[src/hw/rtl/command_line_lexer_core_assert.svh]
// Assertion macros shared by the command line lexer RTL.
// Depends on a clock named clk and an active-low reset named rst_n in the using module.
`ifndef COMMAND_LINE_LEXER_CORE_ASSERT_SVH
`define COMMAND_LINE_LEXER_CORE_ASSERT_SVH

// Check a property at every rising clock edge outside reset.
`define CLL_ASSERT(name, prop, msg) \
  name: assert property (@(posedge clk) disable iff (!rst_n) prop) \
    else $error(msg);

// Check that an expression never holds outside reset.
`define CLL_ASSERT_NEVER(name, expr, msg) \
  name: assert property (@(posedge clk) disable iff (!rst_n) !(expr)) \
    else $error(msg);

`endif

[src/hw/rtl/cll_pkg.sv]
// Shared types, constants and keyword table for the command line lexer.
// No dependencies; used by every module of the block by scoped names.
`timescale 1ns / 1ps

package cll_pkg;

  // Line store and keyword sizes
  localparam int LINE_LENGTH = 1024;
  localparam int POS_W       = $clog2(LINE_LENGTH) + 1;
  localparam int FIELD_POS_W = 10;
  localparam int KEYWORD_MAX = 18;
  localparam int KW_LEN_W    = $clog2(KEYWORD_MAX + 1);
  localparam int NUM_KW      = 11;
  localparam int CMD_W       = 4;
  localparam int REPLY_W     = 3;

  // Queue between front and back
  localparam int Q_DEPTH = 4;
  localparam int Q_PTR_W = $clog2(Q_DEPTH);
  localparam int Q_CNT_W = $clog2(Q_DEPTH + 1);

  typedef logic [POS_W-1:0]       posw_t;
  typedef logic [FIELD_POS_W-1:0] pos_t;
  typedef logic [KW_LEN_W-1:0]    kwlen_t;
  typedef logic [CMD_W-1:0]       cmd_t;
  typedef logic [REPLY_W-1:0]     reply_t;
  typedef logic [Q_CNT_W-1:0]     qcnt_t;

  localparam posw_t  LINE_END   = posw_t'(LINE_LENGTH);
  localparam kwlen_t KW_SAT     = kwlen_t'(KEYWORD_MAX);
  localparam qcnt_t  Q_FULL     = qcnt_t'(Q_DEPTH);

  // Command codes
  localparam cmd_t OP_NONE      = cmd_t'(0);
  localparam cmd_t OP_HELP      = cmd_t'(1);
  localparam cmd_t OP_PING      = cmd_t'(2);
  localparam cmd_t OP_REGISTER  = cmd_t'(3);
  localparam cmd_t OP_LOGIN     = cmd_t'(4);

  // Reply codes
  localparam reply_t RPL_PONG         = reply_t'(0);
  localparam reply_t RPL_HELP         = reply_t'(1);
  localparam reply_t RPL_DO_REGISTER  = reply_t'(2);
  localparam reply_t RPL_REG_USAGE    = reply_t'(3);
  localparam reply_t RPL_DO_LOGIN     = reply_t'(4);
  localparam reply_t RPL_LOGIN_USAGE  = reply_t'(5);
  localparam reply_t RPL_UNKNOWN      = reply_t'(6);

  // Keywords, right-justified: the first character sits in the highest used byte
  localparam logic [KEYWORD_MAX*8-1:0] KW_TEXT [NUM_KW] = '{
    "HELP", "PING", "REGISTER", "LOGIN", {"CREATE", "_PROJECT"}, {"INVITE", "_MEMBER"},
    {"CREATE", "_TASK"}, "UPDATE_TASK_STATUS", {"ADD", "_COMMENT"}, {"GET", "_GANTT"},
    "CHAT"
  };

  localparam kwlen_t KW_LEN [NUM_KW] = '{
    kwlen_t'(4), kwlen_t'(4), kwlen_t'(8), kwlen_t'(5), kwlen_t'(14), kwlen_t'(13),
    kwlen_t'(11), kwlen_t'(18), kwlen_t'(11), kwlen_t'(9), kwlen_t'(4)
  };

  // One classified byte on its way from front to back
  typedef struct packed {
    logic [7:0] ch_up;
    logic       space;
    logic       last;
  } item_t;

  // One line result
  typedef struct packed {
    cmd_t   command_code;
    logic   has_arg1;
    pos_t   arg1_pos;
    logic   has_arg2;
    pos_t   arg2_pos;
    logic   has_arg3;
    pos_t   arg3_pos;
    logic   has_rest;
    pos_t   rest_pos;
    reply_t reply_code;
    logic   too_long;
  } res_t;

  // True when keyword k has upper-case character u at index idx
  function automatic logic kw_hit(input int k, input kwlen_t idx, input logic [7:0] u);
    kwlen_t p;
    if (idx >= KW_LEN[k]) return 1'b0;
    p = KW_LEN[k] - idx - kwlen_t'(1);
    return KW_TEXT[k][8*p +: 8] == u;
  endfunction

endpackage

[src/hw/rtl/cll_front.sv]
// Front stage of the command line lexer: accept bytes, classify and fold case.
// Depends on cll_pkg.
`timescale 1ns / 1ps

module cll_front (
  input  logic           clk,
  input  logic           rst_n,
  input  logic           in_valid,
  output logic           in_ready,
  input  logic [7:0]     in_char_byte,
  input  logic           in_last,
  output logic           push_valid,
  input  logic           push_ready,
  output cll_pkg::item_t push_item
);

  logic           stg_valid_r;
  cll_pkg::item_t stg_item_r;
  cll_pkg::item_t cls_item;

  // Whitespace is 9..13 and 32; fold only a..z
  always_comb begin
    cls_item.space = in_char_byte inside {[8'd9:8'd13], 8'd32};
    cls_item.ch_up = (in_char_byte inside {[8'd97:8'd122]}) ? (in_char_byte - 8'd32)
                                                             : in_char_byte;
    cls_item.last  = in_last;
  end

  assign in_ready   = !stg_valid_r || push_ready;
  assign push_valid = stg_valid_r;
  assign push_item  = stg_item_r;

  always_ff @(posedge clk) begin
    if (!rst_n) begin
      stg_valid_r <= 1'b0;
    end else if (in_ready) begin
      stg_valid_r <= in_valid;
    end
  end

  always_ff @(posedge clk) begin
    if (in_valid && in_ready) begin
      stg_item_r <= cls_item;
    end
  end

endmodule

[src/hw/rtl/cll_queue.sv]
// Short FIFO of classified bytes between front and back.
// Depends on cll_pkg and command_line_lexer_core_assert.svh.
`timescale 1ns / 1ps
`include "command_line_lexer_core_assert.svh"

module cll_queue (
  input  logic           clk,
  input  logic           rst_n,
  input  logic           push_valid,
  output logic           push_ready,
  input  cll_pkg::item_t push_item,
  output logic           pop_valid,
  input  logic           pop_ready,
  output cll_pkg::item_t pop_item
);

  cll_pkg::item_t                mem [cll_pkg::Q_DEPTH];
  logic [cll_pkg::Q_PTR_W-1:0]   wr_ptr_r;
  logic [cll_pkg::Q_PTR_W-1:0]   rd_ptr_r;
  cll_pkg::qcnt_t                cnt_r;
  logic                          push;
  logic                          pop;
  logic                          q_empty;
  logic                          q_full;

  assign q_empty    = cnt_r == '0;
  assign q_full     = cnt_r == cll_pkg::Q_FULL;
  assign push_ready = !q_full;
  assign pop_valid  = !q_empty;
  assign pop_item   = mem[rd_ptr_r];
  assign push       = push_valid && push_ready;
  assign pop        = pop_valid && pop_ready;

  always_ff @(posedge clk) begin
    if (push) begin
      mem[wr_ptr_r] <= push_item;
    end
  end

  always_ff @(posedge clk) begin
    if (!rst_n) begin
      wr_ptr_r <= '0;
      rd_ptr_r <= '0;
      cnt_r    <= '0;
    end else begin
      if (push) wr_ptr_r <= wr_ptr_r + 1'b1;
      if (pop)  rd_ptr_r <= rd_ptr_r + 1'b1;
      if (push && !pop)      cnt_r <= cnt_r + 1'b1;
      else if (pop && !push) cnt_r <= cnt_r - 1'b1;
    end
  end

  `CLL_ASSERT(a_q_cnt_bound, cnt_r <= cll_pkg::Q_FULL, "queue count above depth")
  `CLL_ASSERT(a_q_ptr_gap, q_empty || q_full || (wr_ptr_r != rd_ptr_r), "queue pointers off")
  `CLL_ASSERT_NEVER(a_q_pop_empty, pop && q_empty, "pop from an empty queue")

endmodule

[src/hw/rtl/cll_back.sv]
// Back stage of the command line lexer: token tracking, keyword match, result register.
// Depends on cll_pkg and command_line_lexer_core_assert.svh.
`timescale 1ns / 1ps
`include "command_line_lexer_core_assert.svh"

module cll_back (
  input  logic           clk,
  input  logic           rst_n,
  input  logic           pop_valid,
  output logic           pop_ready,
  input  cll_pkg::item_t pop_item,
  output logic           out_valid,
  input  logic           out_ready,
  output cll_pkg::res_t  out_res
);

  localparam logic [2:0] TC_ONE   = 3'd1;
  localparam logic [2:0] TC_TWO   = 3'd2;
  localparam logic [2:0] TC_THREE = 3'd3;
  localparam logic [2:0] TC_FOUR  = 3'd4;
  localparam logic [2:0] TC_SAT   = 3'd5;

  cll_pkg::posw_t              pos_r,    pos_nxt;
  logic [2:0]                  tc_r,     tc_nxt;
  logic                        in_tok_r, in_tok_nxt;
  logic [cll_pkg::NUM_KW-1:0]  alive_r,  alive_nxt;
  cll_pkg::kwlen_t             ftl_r,    ftl_nxt;
  cll_pkg::pos_t               arg_r [3];
  cll_pkg::pos_t               arg_nxt [3];
  cll_pkg::pos_t               rest_r,   rest_nxt;
  logic [3:0]                  found_r,  found_nxt;
  logic                        ovf_r,    ovf_nxt;
  logic                        out_valid_r;
  cll_pkg::res_t               res_r,    res_nxt;

  cll_pkg::posw_t              off_full;
  cll_pkg::pos_t               off;
  cll_pkg::cmd_t               code;
  logic                        two_args;
  logic                        pop;

  logic                        res_is_pong;
  logic                        res_is_ping;
  logic                        res_args_full;

  // Stall only a line end, and only while the result register is still full
  assign pop_ready = !pop_item.last || !out_valid_r || out_ready;
  assign pop       = pop_valid && pop_ready;
  assign out_valid = out_valid_r;
  assign out_res   = res_r;

  always_comb begin
    pos_nxt    = pos_r;
    tc_nxt     = tc_r;
    in_tok_nxt = in_tok_r;
    alive_nxt  = alive_r;
    ftl_nxt    = ftl_r;
    arg_nxt    = arg_r;
    rest_nxt   = rest_r;
    found_nxt  = found_r;
    ovf_nxt    = ovf_r;

    off_full = (pos_r >= cll_pkg::LINE_END) ? (cll_pkg::LINE_END - 1'b1) : pos_r;
    off      = cll_pkg::pos_t'(off_full);
    if (pos_r >= cll_pkg::LINE_END) ovf_nxt = 1'b1;

    if (pop_item.space) begin
      in_tok_nxt = 1'b0;
    end else begin
      if (!in_tok_r) begin
        in_tok_nxt = 1'b1;
        case (tc_r)
          TC_ONE: begin
            arg_nxt[0]   = off;
            found_nxt[0] = 1'b1;
          end
          TC_TWO: begin
            arg_nxt[1]   = off;
            found_nxt[1] = 1'b1;
          end
          TC_THREE: begin
            arg_nxt[2]   = off;
            found_nxt[2] = 1'b1;
          end
          TC_FOUR: begin
            rest_nxt     = off;
            found_nxt[3] = 1'b1;
          end
          default: ;
        endcase
        if (tc_r < TC_SAT) tc_nxt = tc_r + 3'd1;
      end
      // Drop keywords that disagree with this byte of the first token
      if (tc_nxt == TC_ONE) begin
        for (int k = 0; k < cll_pkg::NUM_KW; k++) begin
          if (!cll_pkg::kw_hit(k, ftl_r, pop_item.ch_up)) alive_nxt[k] = 1'b0;
        end
        if (ftl_r < cll_pkg::KW_SAT) ftl_nxt = ftl_r + 1'b1;
      end
    end

    if (pos_r < cll_pkg::LINE_END) pos_nxt = pos_r + 1'b1;

    // Lowest numbered surviving keyword of exact length wins
    code = cll_pkg::OP_NONE;
    for (int k = cll_pkg::NUM_KW - 1; k >= 0; k--) begin
      if (tc_nxt != 3'd0 && alive_nxt[k] && cll_pkg::KW_LEN[k] == ftl_nxt) begin
        code = cll_pkg::cmd_t'(k + 1);
      end
    end

    two_args = found_nxt[1:0] == 2'b11;
    res_nxt.command_code = code;
    case (code)
      cll_pkg::OP_PING:     res_nxt.reply_code = cll_pkg::RPL_PONG;
      cll_pkg::OP_HELP:     res_nxt.reply_code = cll_pkg::RPL_HELP;
      cll_pkg::OP_REGISTER: res_nxt.reply_code = two_args ? cll_pkg::RPL_DO_REGISTER
                                                          : cll_pkg::RPL_REG_USAGE;
      cll_pkg::OP_LOGIN:    res_nxt.reply_code = two_args ? cll_pkg::RPL_DO_LOGIN
                                                          : cll_pkg::RPL_LOGIN_USAGE;
      default:              res_nxt.reply_code = cll_pkg::RPL_UNKNOWN;
    endcase
    res_nxt.has_arg1 = found_nxt[0];
    res_nxt.arg1_pos = found_nxt[0] ? arg_nxt[0] : '0;
    res_nxt.has_arg2 = found_nxt[1];
    res_nxt.arg2_pos = found_nxt[1] ? arg_nxt[1] : '0;
    res_nxt.has_arg3 = found_nxt[2];
    res_nxt.arg3_pos = found_nxt[2] ? arg_nxt[2] : '0;
    res_nxt.has_rest = found_nxt[3];
    res_nxt.rest_pos = found_nxt[3] ? rest_nxt : '0;
    res_nxt.too_long = ovf_nxt;
  end

  // Lexer state: restart after every line end
  always_ff @(posedge clk) begin
    if (!rst_n || (pop && pop_item.last)) begin
      pos_r    <= '0;
      tc_r     <= '0;
      in_tok_r <= 1'b0;
      alive_r  <= '1;
      ftl_r    <= '0;
      arg_r    <= '{default: '0};
      rest_r   <= '0;
      found_r  <= '0;
      ovf_r    <= 1'b0;
    end else if (pop) begin
      pos_r    <= pos_nxt;
      tc_r     <= tc_nxt;
      in_tok_r <= in_tok_nxt;
      alive_r  <= alive_nxt;
      ftl_r    <= ftl_nxt;
      arg_r    <= arg_nxt;
      rest_r   <= rest_nxt;
      found_r  <= found_nxt;
      ovf_r    <= ovf_nxt;
    end
  end

  always_ff @(posedge clk) begin
    if (!rst_n) begin
      out_valid_r <= 1'b0;
    end else if (pop && pop_item.last) begin
      out_valid_r <= 1'b1;
    end else if (out_ready) begin
      out_valid_r <= 1'b0;
    end
  end

  always_ff @(posedge clk) begin
    if (pop && pop_item.last) begin
      res_r <= res_nxt;
    end
  end

  assign res_is_pong   = res_r.reply_code == cll_pkg::RPL_PONG;
  assign res_is_ping   = res_r.command_code == cll_pkg::OP_PING;
  assign res_args_full = res_r.has_arg1 && res_r.has_arg2 && res_r.has_arg3;

  `CLL_ASSERT(a_ping_pong, out_valid_r |-> (res_is_pong == res_is_ping), "pong without ping")
  `CLL_ASSERT(a_rest_args, (out_valid_r && res_r.has_rest) |-> res_args_full, "rest without args")
  `CLL_ASSERT_NEVER(a_tc_range, tc_r > TC_SAT, "token count beyond saturation")

endmodule

[src/hw/rtl/command_line_lexer_core.sv]
// Top level of the command line lexer: front classifier, byte queue, back lexer.
// Depends on cll_pkg, cll_front, cll_queue and cll_back.
`timescale 1ns / 1ps
//
//  Channel | Ports                                   | Direction | Moves
//  --------+-----------------------------------------+-----------+-------------------------
//  in      | in_valid, in_ready, in_char_byte,       | sink      | one byte of a line
//          | in_last                                 |           | per transaction
//  out     | out_valid, out_ready, out_command_code, | source    | one line result
//          | out_has_arg*/out_arg*_pos, out_has_rest,|           | per transaction
//          | out_rest_pos, out_reply_code,           |           |
//          | out_too_long                            |           |
//
//  Throughput: one byte per cycle when not stalled; one back-lexer state update per byte.
//  Path: the last byte of a line goes from the front register into a queue slot, then into
//  the result register, which raises out_valid.
//  Reset: rst_n is synchronous, active low; it empties queue and result register.
//  Stalls: the back waits only when a line end meets a full result register; the queue
//  and front register absorb later bytes until they fill, then in_ready drops.

module command_line_lexer_core (
  input  logic                        clk,
  input  logic                        rst_n,
  // Input byte channel
  input  logic                        in_valid,
  output logic                        in_ready,
  input  logic [7:0]                  in_char_byte,
  input  logic                        in_last,
  // Result channel
  output logic                        out_valid,
  input  logic                        out_ready,
  output logic [cll_pkg::CMD_W-1:0]   out_command_code,
  output logic                        out_has_arg1,
  output logic [9:0]                  out_arg1_pos,
  output logic                        out_has_arg2,
  output logic [9:0]                  out_arg2_pos,
  output logic                        out_has_arg3,
  output logic [9:0]                  out_arg3_pos,
  output logic                        out_has_rest,
  output logic [9:0]                  out_rest_pos,
  output logic [cll_pkg::REPLY_W-1:0] out_reply_code,
  output logic                        out_too_long
);

  // Front to queue
  logic           push_valid;
  logic           push_ready;
  cll_pkg::item_t push_item;

  // Queue to back
  logic           pop_valid;
  logic           pop_ready;
  cll_pkg::item_t pop_item;

  // Registered line result
  cll_pkg::res_t  res;

  // Classify each byte (whitespace flag, upper-case fold) and hold it until the queue takes it
  cll_front u_front (
    .clk          (clk),
    .rst_n        (rst_n),
    .in_valid     (in_valid),
    .in_ready     (in_ready),
    .in_char_byte (in_char_byte),
    .in_last      (in_last),
    .push_valid   (push_valid),
    .push_ready   (push_ready),
    .push_item    (push_item)
  );

  // Decouple the front from result stalls at the back
  cll_queue u_queue (
    .clk        (clk),
    .rst_n      (rst_n),
    .push_valid (push_valid),
    .push_ready (push_ready),
    .push_item  (push_item),
    .pop_valid  (pop_valid),
    .pop_ready  (pop_ready),
    .pop_item   (pop_item)
  );

  // Track tokens, narrow the keyword set and register the result at each line end
  cll_back u_back (
    .clk       (clk),
    .rst_n     (rst_n),
    .pop_valid (pop_valid),
    .pop_ready (pop_ready),
    .pop_item  (pop_item),
    .out_valid (out_valid),
    .out_ready (out_ready),
    .out_res   (res)
  );

  // Unpack the result register onto the field ports
  assign out_command_code = res.command_code;
  assign out_has_arg1     = res.has_arg1;
  assign out_arg1_pos     = res.arg1_pos;
  assign out_has_arg2     = res.has_arg2;
  assign out_arg2_pos     = res.arg2_pos;
  assign out_has_arg3     = res.has_arg3;
  assign out_arg3_pos     = res.arg3_pos;
  assign out_has_rest     = res.has_rest;
  assign out_rest_pos     = res.rest_pos;
  assign out_reply_code   = res.reply_code;
  assign out_too_long     = res.too_long;

endmodule

[config.mk]
export PLATFORM = sky130hd
export DESIGN_NAME = command_line_lexer_core
export DESIGN_NICKNAME = d
export VERILOG_FILES = /design/src/hw/rtl/cll_pkg.sv /design/src/hw/rtl/cll_front.sv /design/src/hw/rtl/cll_queue.sv /design/src/hw/rtl/cll_back.sv /design/src/hw/rtl/command_line_lexer_core.sv
export VERILOG_INCLUDE_DIRS = /design/src /design/src/hw/rtl
export SDC_FILE = /design/constraint.sdc
export NUM_CORES = 1
export LEC_CHECK = 0
export BUFFER_PORTS_ARGS = -buffer_cell sky130_fd_sc_hd__buf_2
export CAP_MARGIN = 10
export CORE_MARGIN = 5
export CORE_UTILIZATION = 35
export CTS_BUF_LIST = sky130_fd_sc_hd__clkbuf_4 sky130_fd_sc_hd__clkbuf_8
export CTS_CLUSTER_DIAMETER = 50
export DETAILED_ROUTE_END_ITERATION = 8
export GPL_ROUTABILITY_DRIVEN = 0
export PLACE_DENSITY = 0.5
export SLEW_MARGIN = 0
export SYNTH_ARGS = -nofsm -noshare
export SYNTH_HDL_FRONTEND = slang
export SYNTH_HIERARCHICAL = 1
export SYNTH_SLANG_ARGS = --single-unit
[constraint.sdc]
create_clock -name clk -period 4.15 [get_ports clk]
set_input_delay 0.2075 -clock clk [delete_from_list [all_inputs] [get_ports clk]]
set_output_delay 0.2075 -clock clk [all_outputs]
set_load 0.005 [all_outputs]
# [After elaboration in Yosys (flattened, before gate mapping)]
# Memory sizes are Yosys's and may differ from the RTL's. A register that Yosys moved wholly into a read port is not among the register bits.
# Index checks and enable logic that the tools add are counted.
[totals] inputBits=13 ramBits=40 memories=1 wordCells=286 regBits=147 romBits=0 latch_bits=0
[classes] bitwise_logic=0 n_div=0 add_sub_neg=24 n_mul=0 shift=11 n_reduce_logical=48 eq_ne=31 order_cmp=16 mux=125
[mem_list] memory="u_queue.mem" depth=4 word_bits=10 rd=1 rd_clocked_by_memory_dff=1 wr=1 line_no="cll_queue.sv:17" rtl="cll_pkg::item_t mem [cll_pkg::Q_DEPTH];"
[ops] op="variable part select 144 x 9 -> 8 bit (first input constant)" count=11
[ops] op="equality test 8 bit" count=11
[ops] op="two-way mux 1 bit" count=88
[ops] op="two-way mux 10 bit" count=7
[ops] op="two-way mux 30 bit" count=2
[ops] op="two-way mux 4 bit" count=13
[ops] op="subtractor 5 x 1 -> 5 bit (second input constant)" count=8
[ops] op="logical AND 1 bit" count=30
[ops] op="equality test 4 x 5 -> 1 bit (first input constant)" count=5
[ops] op="greater-or-equal comparator 5 x 4 -> 1 bit (second input constant)" count=5
[ops] op="subtractor 4 x 5 -> 5 bit (first input constant)" count=5
[ops] op="two-way mux 11 bit" count=2
[ops] op="two-way mux 3 bit" count=6
[ops] op="two-way mux 5 bit" count=3
[ops] op="one-hot mux 3 bit (4 select lines)" count=1
[ops] op="adder 11 x 1 -> 11 bit (second input constant)" count=1
[ops] op="greater-or-equal comparator 11 bit (second input constant)" count=1
[ops] op="< comparator 11 bit (second input constant)" count=1
[ops] op="equality test 3 x 5 -> 1 bit (first input constant)" count=2
[ops] op="greater-or-equal comparator 5 x 3 -> 1 bit (second input constant)" count=2
[ops] op="subtractor 3 x 5 -> 5 bit (first input constant)" count=2
[ops] op="equality test 4 x 2 -> 1 bit (second input constant)" count=2
[ops] op="equality test 8 x 6 -> 1 bit (second input constant)" count=1
[ops] op="greater-or-equal comparator 8 x 4 -> 1 bit (second input constant)" count=1
[ops] op="27 further kinds" count=45

# [Logic depth before layout (Yosys ltp)]
# Gate-level depths: netlist of the first run.
[logic_depth] word_depth=28 ltp_mapped=15 mapped_depth_nobuf=13

# [Hierarchy]
# The synthesis of the first run kept the hierarchy.
[modules_own_cells] mod="cll_back" seq_area_each_um2=3103.0 cells_per_inst=995 n_inst=1 area_per_inst_um2=8421.8
[modules_own_cells] mod="cll_queue" seq_area_each_um2=1381.3 cells_per_inst=100 n_inst=1 area_per_inst_um2=1945.6
[modules_own_cells] mod="cll_front" seq_area_each_um2=320.3 cells_per_inst=35 n_inst=1 area_per_inst_um2=493.0

# [Worst setup path after synthesis of the first run]
# OpenSTA, ideal clock, no wires.
[synth_timing] path_type="reg-to-reg" startpoint="reg u_back.ftl_r[2]" endpoint="reg u_back.res_r (netlist bit u_back/out_res[51]), data pin" arrival_time_ns=3.229 n_path_buf=3 synth_period_minus_slack_ns=3.499 stages_incl_launch_ff=13 path_slack_ns=0.651 path_cell_list="dfxtp_1 -> clkbuf_1 -> inv_1 -> clkbuf_1 -> ha_1 -> clkbuf_1 -> o21a_1 -> or4b_1 -> a311o_1 -> nor4b_1 -> o211ai_1 -> o211ai_2 -> a311oi_2"
[synth_between] elab_chain_len=23 word_cells_on_any_way=162
[synth_rtl] item="start: declaration" line_no="cll_back.sv:27" rtl="cll_pkg::kwlen_t ftl_r, ftl_nxt;"
[synth_rtl] item="start signal: assignment" line_no="cll_back.sv:151" rtl="ftl_r <= ftl_nxt;"
[synth_rtl] item="subtractor 3 x 5 -> 5 bit / greater-or-equal comparator 5 x 3 -> 1 bit (equally long branches)" line_no="cll_pkg.sv:87, cll_pkg.sv:86"
[synth_rtl] item="subtractor 5 x 1 -> 5 bit / two-way mux 1 bit (equally long branches)" line_no="cll_pkg.sv:87, cll_pkg.sv:86"
[synth_rtl] item="variable part select 144 x 9 -> 8 bit / two-way mux 1 bit (equally long branches)" line_no="cll_pkg.sv:88, cll_back.sv:94"
[synth_rtl] item="equality test 8 bit / two-way mux 1 bit (equally long branches)" line_no="cll_pkg.sv:88, cll_back.sv:67"
[synth_rtl] item="two-way mux 1 bit" line_no="cll_pkg.sv:87" rtl="p = KW_LEN[k] - idx - kwlen_t'(1);"
[synth_rtl] item="two-way mux 1 bit" line_no="cll_back.sv:94" rtl="if (tc_nxt == TC_ONE) begin"
[synth_rtl] item="two-way mux 1 bit" line_no="cll_back.sv:67" rtl="if (pop_item.space) begin"
[synth_rtl] item="two-way mux 1 bit" line_no="cll_back.sv:96" rtl="if (!cll_pkg::kw_hit(k, ftl_r, pop_item.ch_up)) alive_nxt[k] = 1'b0;"
[synth_rtl] item="two-way mux 11 bit" line_no="cll_back.sv:94"
[synth_rtl] item="two-way mux 11 bit" line_no="cll_back.sv:67"
[synth_rtl] item="logical AND 1 bit (2 in series)" line_no="cll_back.sv:107" rtl="if (tc_nxt != 3'd0 && alive_nxt[k] && cll_pkg::KW_LEN[k] == ftl_nxt) begin"
[synth_rtl] item="two-way mux 4 bit (10 in series)" line_no="cll_back.sv:107"
[synth_rtl] item="two-way mux 4 bit *" line_no="cll_back.sv:107"
[synth_rtl] item="named net u_back.code[3]" line_no="cll_back.sv:38" rtl="cll_pkg::cmd_t code;"
[synth_rtl] item="end signal: assignment" line_no="cll_back.sv:171" rtl="res_r <= res_nxt;"
[synth_rtl] item="end: declaration" line_no="cll_back.sv:34" rtl="cll_pkg::res_t res_r, res_nxt;"
# The timed path passes the listed nets; every way through them passes the cells marked *. The select of a mux whose other input is x is not followed.
# A chain may end at the register's enable or synchronous reset.

# [Worst setup path after layout of the first run]
[layout_timing] startpoint="reg u_back.ftl_r[0]" endpoint="reg u_back.res_r (netlist bit u_back/out_res[51]), data pin"
# Same word-level chain as after synthesis.

==> results of run 1 <==
==> timing repair <==
action                                 CTS  global route
endpoints found under the hold margin    8             0
resized for setup                        0             0
setup endpoints to repair                0             0
hold buffers                             8             0
==> layout by cell type, fill, tap and decap left out, drive strengths merged, types with 38 or more instances in the layout <==
cell type	instances
a211oi	38
a21oi	51
buf	103
dfxtp	87
edfxtp	102
ha	40
nand2	77
nand3	57
nor2	117
o21ai	75
==> cells by family after synthesis <==
kind of cell	synth area share, %
adders and majority gates	4.79
DFF	44.2
xor gates and xnor gates	3.79
and+or+nand+nor	20.1
buffers and inverters	3.93
muxes	4.10
AOI/OAI and AO/OA	19.0
==> worst reg2reg max path, cell delays in order (launching register included) <==
cell and delay, ps:
dfxtp_1 340, buf_4 330, ha_1 230, inv_1 60
ha_1 470, mux2i_1 330, nor2b_1 80, o31ai_1 300
xnor2_1 120, a311o_1 300, nor4b_1 390, buf_4 210
o211ai_1 140, o211ai_2 130, a311oi_2 70
==> stage by stage <==
step / cells / cell area [sq um] / total power [W]
3_3_place_gp: 1546 / 11600 / 0.00571
5_1_grt: 1586 / 12100 / 0.00745
3_5_place_dp: 1546 / 11600 / 0.00572
6_report: 1586 / 12100 / 0.00694
4_1_cts: 1586 / 12100 / 0.00700
2_1_floorplan: 1130 / 10900 / 0.00474
==> power by group through the flow <==
stage	logic, W	clock network (W)	registers (W)
after floorplan	0.00219	0	0.00254
after global placement	0.00313	0	0.00258
after detailed placement	0.00314	0	0.00258
after CTS	0.00316	0.00131	0.00254
after global routing	0.00348	0.00140	0.00257
final	0.00314	0.00127	0.00253
==> final timing paths <==
| path | from | endpoint |
|---|---|---|
| setup / recovery | u_back/ftl_r[0] | u_back/out_res[51] |
| hold / removal | in_char_byte[7] | u_front/push_item[1] |
| setup reg to reg | u_back/ftl_r[0] | u_back/out_res[51] |
| hold reg to reg | u_back/alive_r[4] | u_back/alive_r[4] |
==> registers in the layout, indices dropped and copies added, names as in the netlist, named ones only <==
| name | count |
|---|---|
| u_back/arg_r | 30 |
| u_queue/mem | 40 |
| u_queue/cnt_r | 3 |
| u_back/ftl_r | 5 |
| u_queue/rd_ptr_r | 2 |
| u_back/alive_r | 11 |
| u_back/in_tok_r | 1 |
| u_back/pos_r | 11 |
| u_back/ovf_r | 1 |
| u_back/found_r | 4 |
| u_queue/wr_ptr_r | 2 |
| u_back/tc_r | 3 |
| u_back/rest_r | 10 |
| u_front/push_valid | 1 |
| u_front/push_item | 10 |
| u_back/out_valid | 1 |
| u_back/out_res | 52 |
==> metal layers <==
layer	vias to the layer above	GRT usage (%)	wire length, um
met3	17	2.66	1300
met1	4239	24.7	13900
met5	-	0	0
met2	199	25.5	12800
li1	4310	-	-
met4	0	3.32	316
==> final cells by class <==
cell class	instances	area (sq um)
fill	3040	18500
multi-input combinational	832	5630
sequential	189	4800
timing repair buffer	111	688
tap	396	495
clock buffer	17	234
clock inverter	15	186
inverter	26	97.6
==> summary.md, run 1 <==
| Metric | Value |
|---|---|
| Setup slack of the most critical reg-to-reg path | 400 ps |
| Starting DRC count in detailed routing | 789 |
| Top cells by instance count after synthesis | nor2_1 (116), edfxtp_1 (102), dfxtp_1 (87) |
| Max Clock Freq | 0.266 GHz |
| Share of post-route cells with drive strength above 1 | 16.4% |
| Most frequent cell after synthesis | nor2_1 |
| Dominant register cell in the synthesized netlist | edfxtp_1 |
| Minimum hold slack | 71.1 ps |
| Logic depth of the worst path, buffers included | 14 |
| Clock insertion delay at the later pin of the skew report | 470 ps |
| Slack of the critical path | 397 ps |
| Fin nets | 1,231 |
| Number of design rule violations left after detail routing | 0 |
| Share of total power in the clock network | 18.3% |
| Total overflow reported by the global router | 0 |
| Cell depth of the worst hold path | 2 |
| Routed WL per cell | 17.9 um |
| Layout Skew | 20.0 ps |
| Antenna diode count | 0 |
| RSZ-0062 raised after global routing | false |
| Number of instances in the synthesized netlist | 1,130 |
| Min Tclk post-route | 3750 ps |
| Rel. slew slack | 39.9% |
| Number of endpoints with negative hold slack in the final report | 0 |
| Number of max-capacitance violations reported | 0 |
| Core utilization of the finished layout | 39.7% |
| Wire length of the first global-routing pass | 45.9 mm |
| Ordered list of cells on the worst path | buf_4, ha_1, inv_1, ha_1, mux2i_1, nor2b_1, o31ai_1, xnor2_1, a311o_1, nor4b_1, buf_4, o211ai_1, o211ai_2, a311oi_2 |
| CTS tree | done |
| Total Routing Usage GR | 16.5% |
| Cell type contributing the most total cell area after synthesis | edfxtp_1 |
| Avg Vias per Cell | 5.53 |
| Critical Path Slowest Stage Cell | ha_1 |
| Synth cell types | 100 |
| Required time at the endpoint of the critical path | 4360 ps |
| Proportion of power drawn by combinational gates | 45.2% |
| Htree depth | 4 |
| Number of cells on the worst reg-to-reg path | 14 |
| Share of the synthesized area in the top cell type | 28.2% |
| Via count of the first global-routing pass | 8,313 |
| Post-synthesis instance area | 10,900 sq um |
| Area of the die | 34,700 sq um |
| Antenna violations before repair | 0 |
| Power Density | 572 nW/um^2 |
| Synthesized area per cell | 9.61 sq um |
| Site Rows | 64 |
| Proportion of synthesized chip area in sequential cells | 44.2% |
| Run status | completed |
| Maximum clock insertion buffer count | 2 |
| Number of max-slew violations in the final report | 0 |
| Internal power of the cells | 0.00404 W |
| Number of sinks on the clock net | 189 |
| Final critical-path share of the clock period | 90.4% |
| Count of warnings emitted by yosys | 6 |
| Share of flip-flops with an asynchronous set or reset | 0% |
| Total negative setup slack | 0 ps |
| TritonRoute pass-1 iters | 5 |
| Post-CTS Setup Repair Bufs | 0 |
| Area contributors post-synth | edfxtp_1 (28%), dfxtp_1 (16%), ha_1 (4.6%) |
| Worst Setup End Kind | flip-flop |
| CP delay by family, top | compound AO/OA/AOI/OAI gates |
| Leakage dissipation | 4.26 nW |
| Initial standard-cell utilization of the core | 35.5% |
| Area delta synth->final | 11.8% |
| Hold crit path type | input pin to flip-flop |
| Peak supply drop | 250 uV |
| Critical-path maximum fanout | 33 |
| Proportion of total power due to net switching | 41.8% |
| Die Span X | 186 um |
| Detailed placer's ending HPWL | 19.9 mm |
| CTS clk-pin slew, worst paths | 100 ps |
| Core box area | 30,600 sq um |
| Count of buffering cells on the critical path with inverters included | 3 |
| Startpoint kind of the worst setup timing path | flip-flop |
| Port Buffer Count | 66 |
| Pre-CTS WS | 461 ps |
| Setup-failing EPs final | 0 |
| Data arrival time of the critical path | 3960 ps |
| Largest stage delay on the critical path | 470 ps |
| Post-synth net total | 1,184 |
| Largest net degree at the start of global routing | 34 |
| Wirelength, routed | 28.4 mm |
| Number of routed nets with antenna violations | 0 |
| Post-synthesis sequential element count | 189 |
| Number of vias in the routed layout | 8,765 |
| Path type of the worst setup path | flip-flop to flip-flop |
| Number of flops mapped to enable cells by yosys | 102 |
| Num CTS Buffers | 17 |
| Worst Tran Pin Value | 902 ps |
| Sequential power share | 36.4% |
| Number of I/O pins | 67 |
| Root buffer cell | clkbuf_8 |
| Switching power of the nets | 0.00290 W |
| Vert. Die Dim | 186 um |
(Power assumes the default switching activity.)
==> inputs of run 2 (changes only) <==
--- a/config.mk
+++ b/config.mk
@@ -15,6 +15,7 @@
 export DETAILED_ROUTE_END_ITERATION = 8
 export GPL_ROUTABILITY_DRIVEN = 0
 export PLACE_DENSITY = 0.5
+export REMOVE_ABC_BUFFERS = 1
 export SLEW_MARGIN = 0
 export SYNTH_ARGS = -nofsm -noshare
 export SYNTH_HDL_FRONTEND = slang
==> run 2 against run 1 <==
  * Final area grew 0.47%
  * Global-route usage increased by 0.29 points
  * Sequential share of layout area down 0.19 points
  * Routed wire length increased by 2.8%
  * Sequential cell count unchanged
  * Combinational power rose by 2%
  * Sequential power about the same
  * First-iteration DRC count is 6.5% lower
  * Worst hold slack lost 15 ps
  * Worst setup slack worse by 120 ps
  * Via count increased by 0.72%
  * Critical endpoint unchanged
  * Largest cell class unchanged
==> summary.md, run 2 (synthesis results as in run 1) <==
| Metric | Value |
|---|---|
| Share of post-route cells with drive strength above 1 | 16.8% (+0.36 points) |
| Slack of the critical path | 274 ps (-123 ps) |
| Avg Vias per Cell | 5.55 (+0.47%) |
| Total Routing Usage GR | 16.8% (+0.29 points) |
| Rel. slew slack | 40.0% (+0.18 points) |
| Wire length of the first global-routing pass | 46.5 mm (+1.3%) |
| Antenna violations before repair | 0 (unchanged) |
| Min Tclk post-route | 3880 ps (+123 ps) |
| Number of routed nets with antenna violations | 0 (unchanged) |
| Leading cell type in the layout, fill and taps excluded | nor2_1 |
| Number of sinks on the clock net | 189 (unchanged) |
| TritonRoute pass-1 iters | 5 (unchanged) |
| Number of max-capacitance violations reported | 0 (unchanged) |
| Num CTS Buffers | 17 (unchanged) |
| Vert. Die Dim | 186 um (unchanged) |
| Layout Skew | 19.0 ps (-1.03 ps) |
| Run status | completed |
| Largest net degree at the start of global routing | 63 (+85%) |
| Data arrival time of the critical path | 4090 ps (+130 ps) |
| Area after detailed placement | 11,700 sq um (+0.26%) |
| Critical-path maximum fanout | 12 (-64%) |
| Pre-CTS WS | 351 ps (-110 ps) |
| Number of cells in the finished layout apart from fillers | 1,590 (+0.25%) |
| CTS clk-pin slew, worst paths | 110 ps (about the same) |
| Max Clock Freq | 0.258 GHz (-3.2%) |
| Number of I/O pins | 67 (unchanged) |
| Leakage dissipation | 4.29 nW (+0.76%) |
| Site Rows | 64 (unchanged) |
| Number of cells on the worst reg-to-reg path | 14 (unchanged) |
| CTS tree | done |
| Setup-failing EPs final | 0 (unchanged) |
| Area delta synth->final | 12.3% |
| Number of design rule violations left after detail routing | 0 (unchanged) |
| Cell depth of the worst hold path | 2 (unchanged) |
| Peak supply drop | 288 uV (+15%) |
| Path type of the worst setup path | flip-flop to flip-flop |
| Hold crit path type | input pin to flip-flop |
| Minimum hold slack | 56.1 ps (-15.0 ps) |
| Power Density | 579 nW/um^2 (+1.2%) |
| Max reg flops | 52 (unchanged) |
| Die Span X | 186 um (unchanged) |
| Root buffer cell | clkbuf_8 |
| Number of max-slew violations in the final report | 0 (unchanged) |
| Total negative setup slack | 0 ps (unchanged) |
| Startpoint kind of the worst setup timing path | flip-flop |
| Via count of the first global-routing pass | 8,353 (+0.48%) |
| Fin nets | 1,235 (+0.32%) |
| DP Cell Count | 1,550 (+0.26%) |
| Area of the die | 34,700 sq um (unchanged) |
| Required time at the endpoint of the critical path | 4360 ps (about the same) |
| RSZ-0062 raised after global routing | false |
| Port Buffer Count | 66 (unchanged) |
| Maximum clock insertion buffer count | 2 (unchanged) |
| Detailed placer's ending HPWL | 20.3 mm (+2.0%) |
| Number of fillers in the final layout | 3,052 (+0.39%) |
| Htree depth | 4 (unchanged) |
| Worst Tran Pin Value | 899 ps (-2.65 ps) |
| Final non-filler cell area | 12,200 sq um (+0.47%) |
| Routed WL per cell | 18.4 um (+2.5%) |
| Number of endpoints with negative hold slack in the final report | 0 (unchanged) |
| Core box area | 30,600 sq um (unchanged) |
| Antenna diode count | 0 (unchanged) |
| Clock insertion delay at the later pin of the skew report | 480 ps (about the same) |
| Number of vias in the routed layout | 8,828 (+0.72%) |
| Post-CTS Setup Repair Bufs | 0 (unchanged) |
| Starting DRC count in detailed routing | 738 (-6.5%) |
| Wirelength, routed | 29.2 mm (+2.8%) |
| Total overflow reported by the global router | 0 (unchanged) |
| Worst Setup End Kind | flip-flop |
| Initial standard-cell utilization of the core | 35.5% (unchanged) |
| Final critical-path share of the clock period | 93.4% (+3.0 points) |
| Most frequent cells in the layout | nor2_1 (116), edfxtp_1 (102), dfxtp_1 (87) |
==> run 2: cell types whose count changed in the layout (fill, tap and decap cells not counted), sizes merged <==
| cell | before | now |
|---|---|---|
| clkinv | 5 | 7 |
| buf | 103 | 107 |
| inv | 34 | 32 |
| clkinvlp | 1 | 0 |
| bufinv | 1 | 2 |
==> run 2: worst paths after layout <==
| path | startpoint | endpoint | slack (ps) |
|---|---|---|---|
| max | u_back/ftl_r[1] | u_back/out_res[51] | 270 |
| min | in_char_byte[7] | u_front/push_item[1] | 60 |
| max reg2reg | u_back/ftl_r[1] | u_back/out_res[51] | 270 |
| min reg2reg | u_back/alive_r[4] | u_back/alive_r[4] | 460 |
==> run 2: worst max-delay path: stages, from the launching register on <==
cell	delay [ps]
dfxtp_1	580
buf_4	230
ha_1	160
inv_1	60
ha_1	480
mux2i_1	330
nor2b_1	80
o31ai_1	280
xnor2_1	90
a311o_1	290
nor4b_1	450
buf_4	210
o211ai_1	150
o211ai_2	130
a311oi_2	70
==> run 2: report_power, final <==
group | internal, W | switching, W
clock | 0.000577 | 0.000748
sequential | 0.00235 | 0.000176
combinational | 0.00120 | 0.00201
==> run 2: timing repair <==
action,in CTS,in global routing
hold buffers,8,0
setup endpoints to repair,0,1
gates resized for setup,0,1
hold endpoints to repair,8,0
==> run 2: stage by stage <==
| stage | util (%) | total power [W] |
|---|---|---|
| 2_1_floorplan | - | 0.00463 |
| 3_5_place_dp | 38.1 | 0.00575 |
| 5_1_grt | 39.9 | 0.00754 |
| 3_3_place_gp | 38.1 | 0.00575 |
| 4_1_cts | 39.9 | 0.00709 |
| 6_report | 39.9 | 0.00706 |
==> run 2: final cells by class <==
cell class                 instances  area [sq um]  area share (%)
clock buffer                      17           234            1.92
clock inverter                    15           211            1.73
inverter                          26          97.6           0.800
multi-input combinational        832          5630            46.2
sequential                       189          4800            39.4
tap                              396           495            4.06
timing repair buffer             115           718            5.89
==> run 2: layer usage <==
metal	up-vias	wire length, um	part of all wire (%)	track usage, %
met5	-	0	0	0
met4	0	312	1.1	3.73
met3	16	1460	5.0	3.01
met2	220	12800	44	25.1
met1	4294	14600	50	25.5
li1	4298	-	-	-
==> inputs of run 3 (changes only) <==
--- a/config.mk
+++ b/config.mk
@@ -6,15 +6,14 @@
 export SDC_FILE = /design/constraint.sdc
 export NUM_CORES = 1
 export LEC_CHECK = 0
-export BUFFER_PORTS_ARGS = -buffer_cell sky130_fd_sc_hd__buf_2
 export CAP_MARGIN = 10
 export CORE_MARGIN = 5
 export CORE_UTILIZATION = 35
 export CTS_BUF_LIST = sky130_fd_sc_hd__clkbuf_4 sky130_fd_sc_hd__clkbuf_8
 export CTS_CLUSTER_DIAMETER = 50
 export DETAILED_ROUTE_END_ITERATION = 8
+export DONT_BUFFER_PORTS = 1
 export GPL_ROUTABILITY_DRIVEN = 0
-export PLACE_DENSITY = 0.5
 export REMOVE_ABC_BUFFERS = 1
 export SLEW_MARGIN = 0
 export SYNTH_ARGS = -nofsm -noshare
==> constraint.sdc (replaced) <==
create_clock -name clk -period 4.9 [get_ports clk]
set_input_delay 0.245 -clock clk [delete_from_list [all_inputs] [get_ports clk]]
set_output_delay 0.245 -clock clk [all_outputs]
set_load 0.005 [all_outputs]
==> run 3 against run 2 <==
  * Via count down 3.1%
  * First-iteration DRC count up 18%
  * Critical path depth stayed put
  * Final area fell by 3.9%
  * Worst hold slack lost 8.7 ps
  * Combinational power down 24%
==> summary.md, run 3 (synthesis results as in run 1) <==
| Metric | Value |
|---|---|
| CP delay by family, top | compound AO/OA/AOI/OAI gates |
| Switching power of the nets | 0.00247 W (-16%) |
| Number of sinks on the clock net | 189 (unchanged) |
| Share of total power in the clock network | 18.8% (about the same) |
| Worst Setup End Kind | flip-flop |
| Setup-failing EPs final | 0 (unchanged) |
| Min-Delay Startpoint | in_char_byte[5] |
| Starting DRC count in detailed routing | 874 (+18%) |
| Vert. Die Dim | 186 um (unchanged) |
| Num CTS Buffers | 17 (unchanged) |
| Required time at the endpoint of the critical path | 5110 ps (+750 ps) |
| Max Clock Freq | 0.255 GHz (-1.3%) |
| Number of I/O pins | 67 (unchanged) |
| Number of max-capacitance violations reported | 0 (unchanged) |
| Avg Vias per Cell | 5.69 (+2.4%) |
| Core box area | 30,600 sq um (unchanged) |
| Layout Skew | 22.3 ps (+3.30 ps) |
| Root buffer cell | clkbuf_8 |
| Maximum clock insertion buffer count | 2 (unchanged) |
| Slack of the critical path | 974 ps (+700 ps) |
| Sequential power share | 38.7% (+3.0 points) |
| Most frequent cells in the layout | nor2_1 (116), edfxtp_1 (102), dfxtp_1 (87) |
| Number of max-slew violations in the final report | 0 (unchanged) |
| Critical-path maximum fanout | 33 (+21) |
| Largest net degree at the start of global routing | 53 (-16%) |
| Pre-CTS WS | 1080 ps (+727 ps) |
| Number of vias in the routed layout | 8,556 (-3.1%) |
| Critical Path Start | u_back/ftl_r[0] |
| Final critical-path share of the clock period | 80.1% (-13 points) |
| CTS clk-pin slew, worst paths | 120 ps (about the same) |
| Ordered list of cells on the worst path | buf_4, ha_1, inv_1, ha_1, mux2i_1, nor3_1, o31ai_1, xnor2_1, a311o_1, nor4b_1, buf_4, o211ai_1, o211ai_2, a311oi_2 |
| Fin nets | 1,150 (-6.9%) |
| Number of endpoints with negative hold slack in the final report | 0 (unchanged) |
| Htree depth | 4 (unchanged) |
| Detailed placer's ending HPWL | 19.3 mm (-5.3%) |
| Post-CTS Setup Repair Bufs | 0 (unchanged) |
| Count of buffering cells on the critical path with inverters included | 3 (unchanged) |
| Largest stage delay on the critical path | 480 ps (-100 ps) |
| Clock insertion delay at the later pin of the skew report | 480 ps (about the same) |
| Launch point of the worst reg-to-reg path | u_back/ftl_r[0] |
| Total negative setup slack | 0 ps (unchanged) |
| Die Span X | 186 um (unchanged) |
| Area of the die | 34,700 sq um (unchanged) |
| Initial standard-cell utilization of the core | 35.5% (unchanged) |
| CTS tree | done |
| Critical Path End | u_back/out_res[51] |
| Area of combinational cells with multiple inputs | 5630 sq um (about the same) |
| Hold crit path type | input pin to flip-flop |
| Startpoint kind of the worst setup timing path | flip-flop |
| Number of cells on the worst reg-to-reg path | 14 (unchanged) |
| Via count of the first global-routing pass | 8,004 (-4.2%) |
| Number of routed nets with antenna violations | 0 (unchanged) |
| Share of post-route cells with drive strength above 1 | 9.83% (-6.9 points) |
| Wirelength, routed | 27.8 mm (-4.8%) |
| Worst Tran Pin Value | 1210 ps (+311 ps) |
| TritonRoute pass-1 iters | 5 (unchanged) |
| Antenna violations before repair | 0 (unchanged) |
| Total overflow reported by the global router | 0 (unchanged) |
| Leading cell type in the layout, fill and taps excluded | nor2_1 |
| Leakage dissipation | 3.92 nW (-8.6%) |
| Proportion of power drawn by combinational gates | 42.5% (-3.0 points) |
| Antenna diode count | 0 (unchanged) |
| Power Density | 488 nW/um^2 (-16%) |
| Sequential cell area | 4800 sq um (unchanged) |
| Capture point of the worst reg-to-reg path | u_back/out_res[51] |
| Routed WL per cell | 18.5 um (+0.62%) |
| Logic depth of the worst path, buffers included | 14 (unchanged) |
| Max reg flops | 52 (unchanged) |
| Data arrival time of the critical path | 4140 ps (+50 ps) |
| Internal power of the cells | 0.00326 W (-21%) |
| Port Buffer Count | 0 (-100%) |
| Rel. slew slack | 19.0% (-21 points) |
| Number of design rule violations left after detail routing | 0 (unchanged) |
| Critical Path Slowest Stage Cell | ha_1 |
| Peak supply drop | 237 uV (-18%) |
| Area delta synth->final | 7.96% |
| Core utilization of the finished layout | 38.3% (-1.5 points) |
| Total Routing Usage GR | 15.7% (-1.1 points) |
| Wire length of the first global-routing pass | 44.0 mm (-5.3%) |
| Final Power | 0.00572 W (-19%) |
| Number of fillers in the final layout | 3,063 (+0.36%) |
| Run status | completed |
| Path type of the worst setup path | flip-flop to flip-flop |
| Min Tclk post-route | 3930 ps (+50.3 ps) |
| RSZ-0062 raised after global routing | false |
| Setup slack of the most critical reg-to-reg path | 970 ps (+700 ps) |
| Site Rows | 64 (unchanged) |
| Proportion of total power due to net switching | 43.1% (+1.5 points) |
## run 3: cell count changes in the layout (fill, tap and decap cells not counted)
| cell | before | now |
|---|---|---|
| buf_2 | 66 | 0 |
| buf_4 | 41 | 17 |
| bufinv_16 | 2 | 0 |
| clkinv_8 | 4 | 7 |
| dlygate4sd3_1 | 8 | 13 |
| ha_1 | 39 | 40 |
| ha_2 | 1 | 0 |
| inv_12 | 0 | 1 |
| inv_6 | 5 | 1 |
| inv_8 | 3 | 5 |
## run 3: power by group through the flow
stage                     logic [W]  clock network [W]  registers (W)
after floorplan             0.00171                  0        0.00220
after global placement      0.00236                  0        0.00226
after detailed placement    0.00238                  0        0.00226
after CTS                   0.00240            0.00111        0.00223
after global routing        0.00267            0.00118        0.00225
final                       0.00243            0.00108        0.00222
## run 3: area by class of cell
| type | count | area share (%) |
|---|---|---|
| clock buffers | 17 | 2.00 |
| clock inverters | 15 | 1.74 |
| inverters | 26 | 0.832 |
| multi-input cells | 832 | 48.0 |
| flip-flops and latches | 189 | 41.0 |
| well taps | 396 | 4.23 |
| repair buffers | 30 | 2.20 |
## run 3: repair_timing
action	4_1_cts	5_1_grt
hold buffers	13	0
resized for setup	0	0
hold endpoints to repair	21	0
## run 3: worst min path at each step
stage,depth (start not counted),endpoint,slack (ps)
global placement,0,u_front/push_item[0],340
CTS,2,u_front/push_item[1],20
detailed placement,0,u_front/push_item[0],340
global route,2,u_front/push_item[9],10
finish,2,u_front/push_item[9],50
floorplan,0,u_front/push_item[0],340
## run 3: stage by stage
stage / hold WS, ps / std cells / instance area, sq um
CTS: 15.5 / 1505 / 11700
finish: 47.4 / 1505 / 11700
global placement: 344 / 1460 / 11200
floorplan: 344 / 1047 / 10500
detailed placement: 344 / 1460 / 11200
global route: 14.5 / 1505 / 11700
## run 3: routing by layer
layer | GRT usage (%) | up-vias | routed length (um)
met3 | 2.99 | 28 | 1390
met4 | 4.14 | 0 | 424
met5 | 0 | - | 0
li1 | - | 4146 | -
met1 | 22.9 | 4100 | 13400
met2 | 24.0 | 282 | 12500
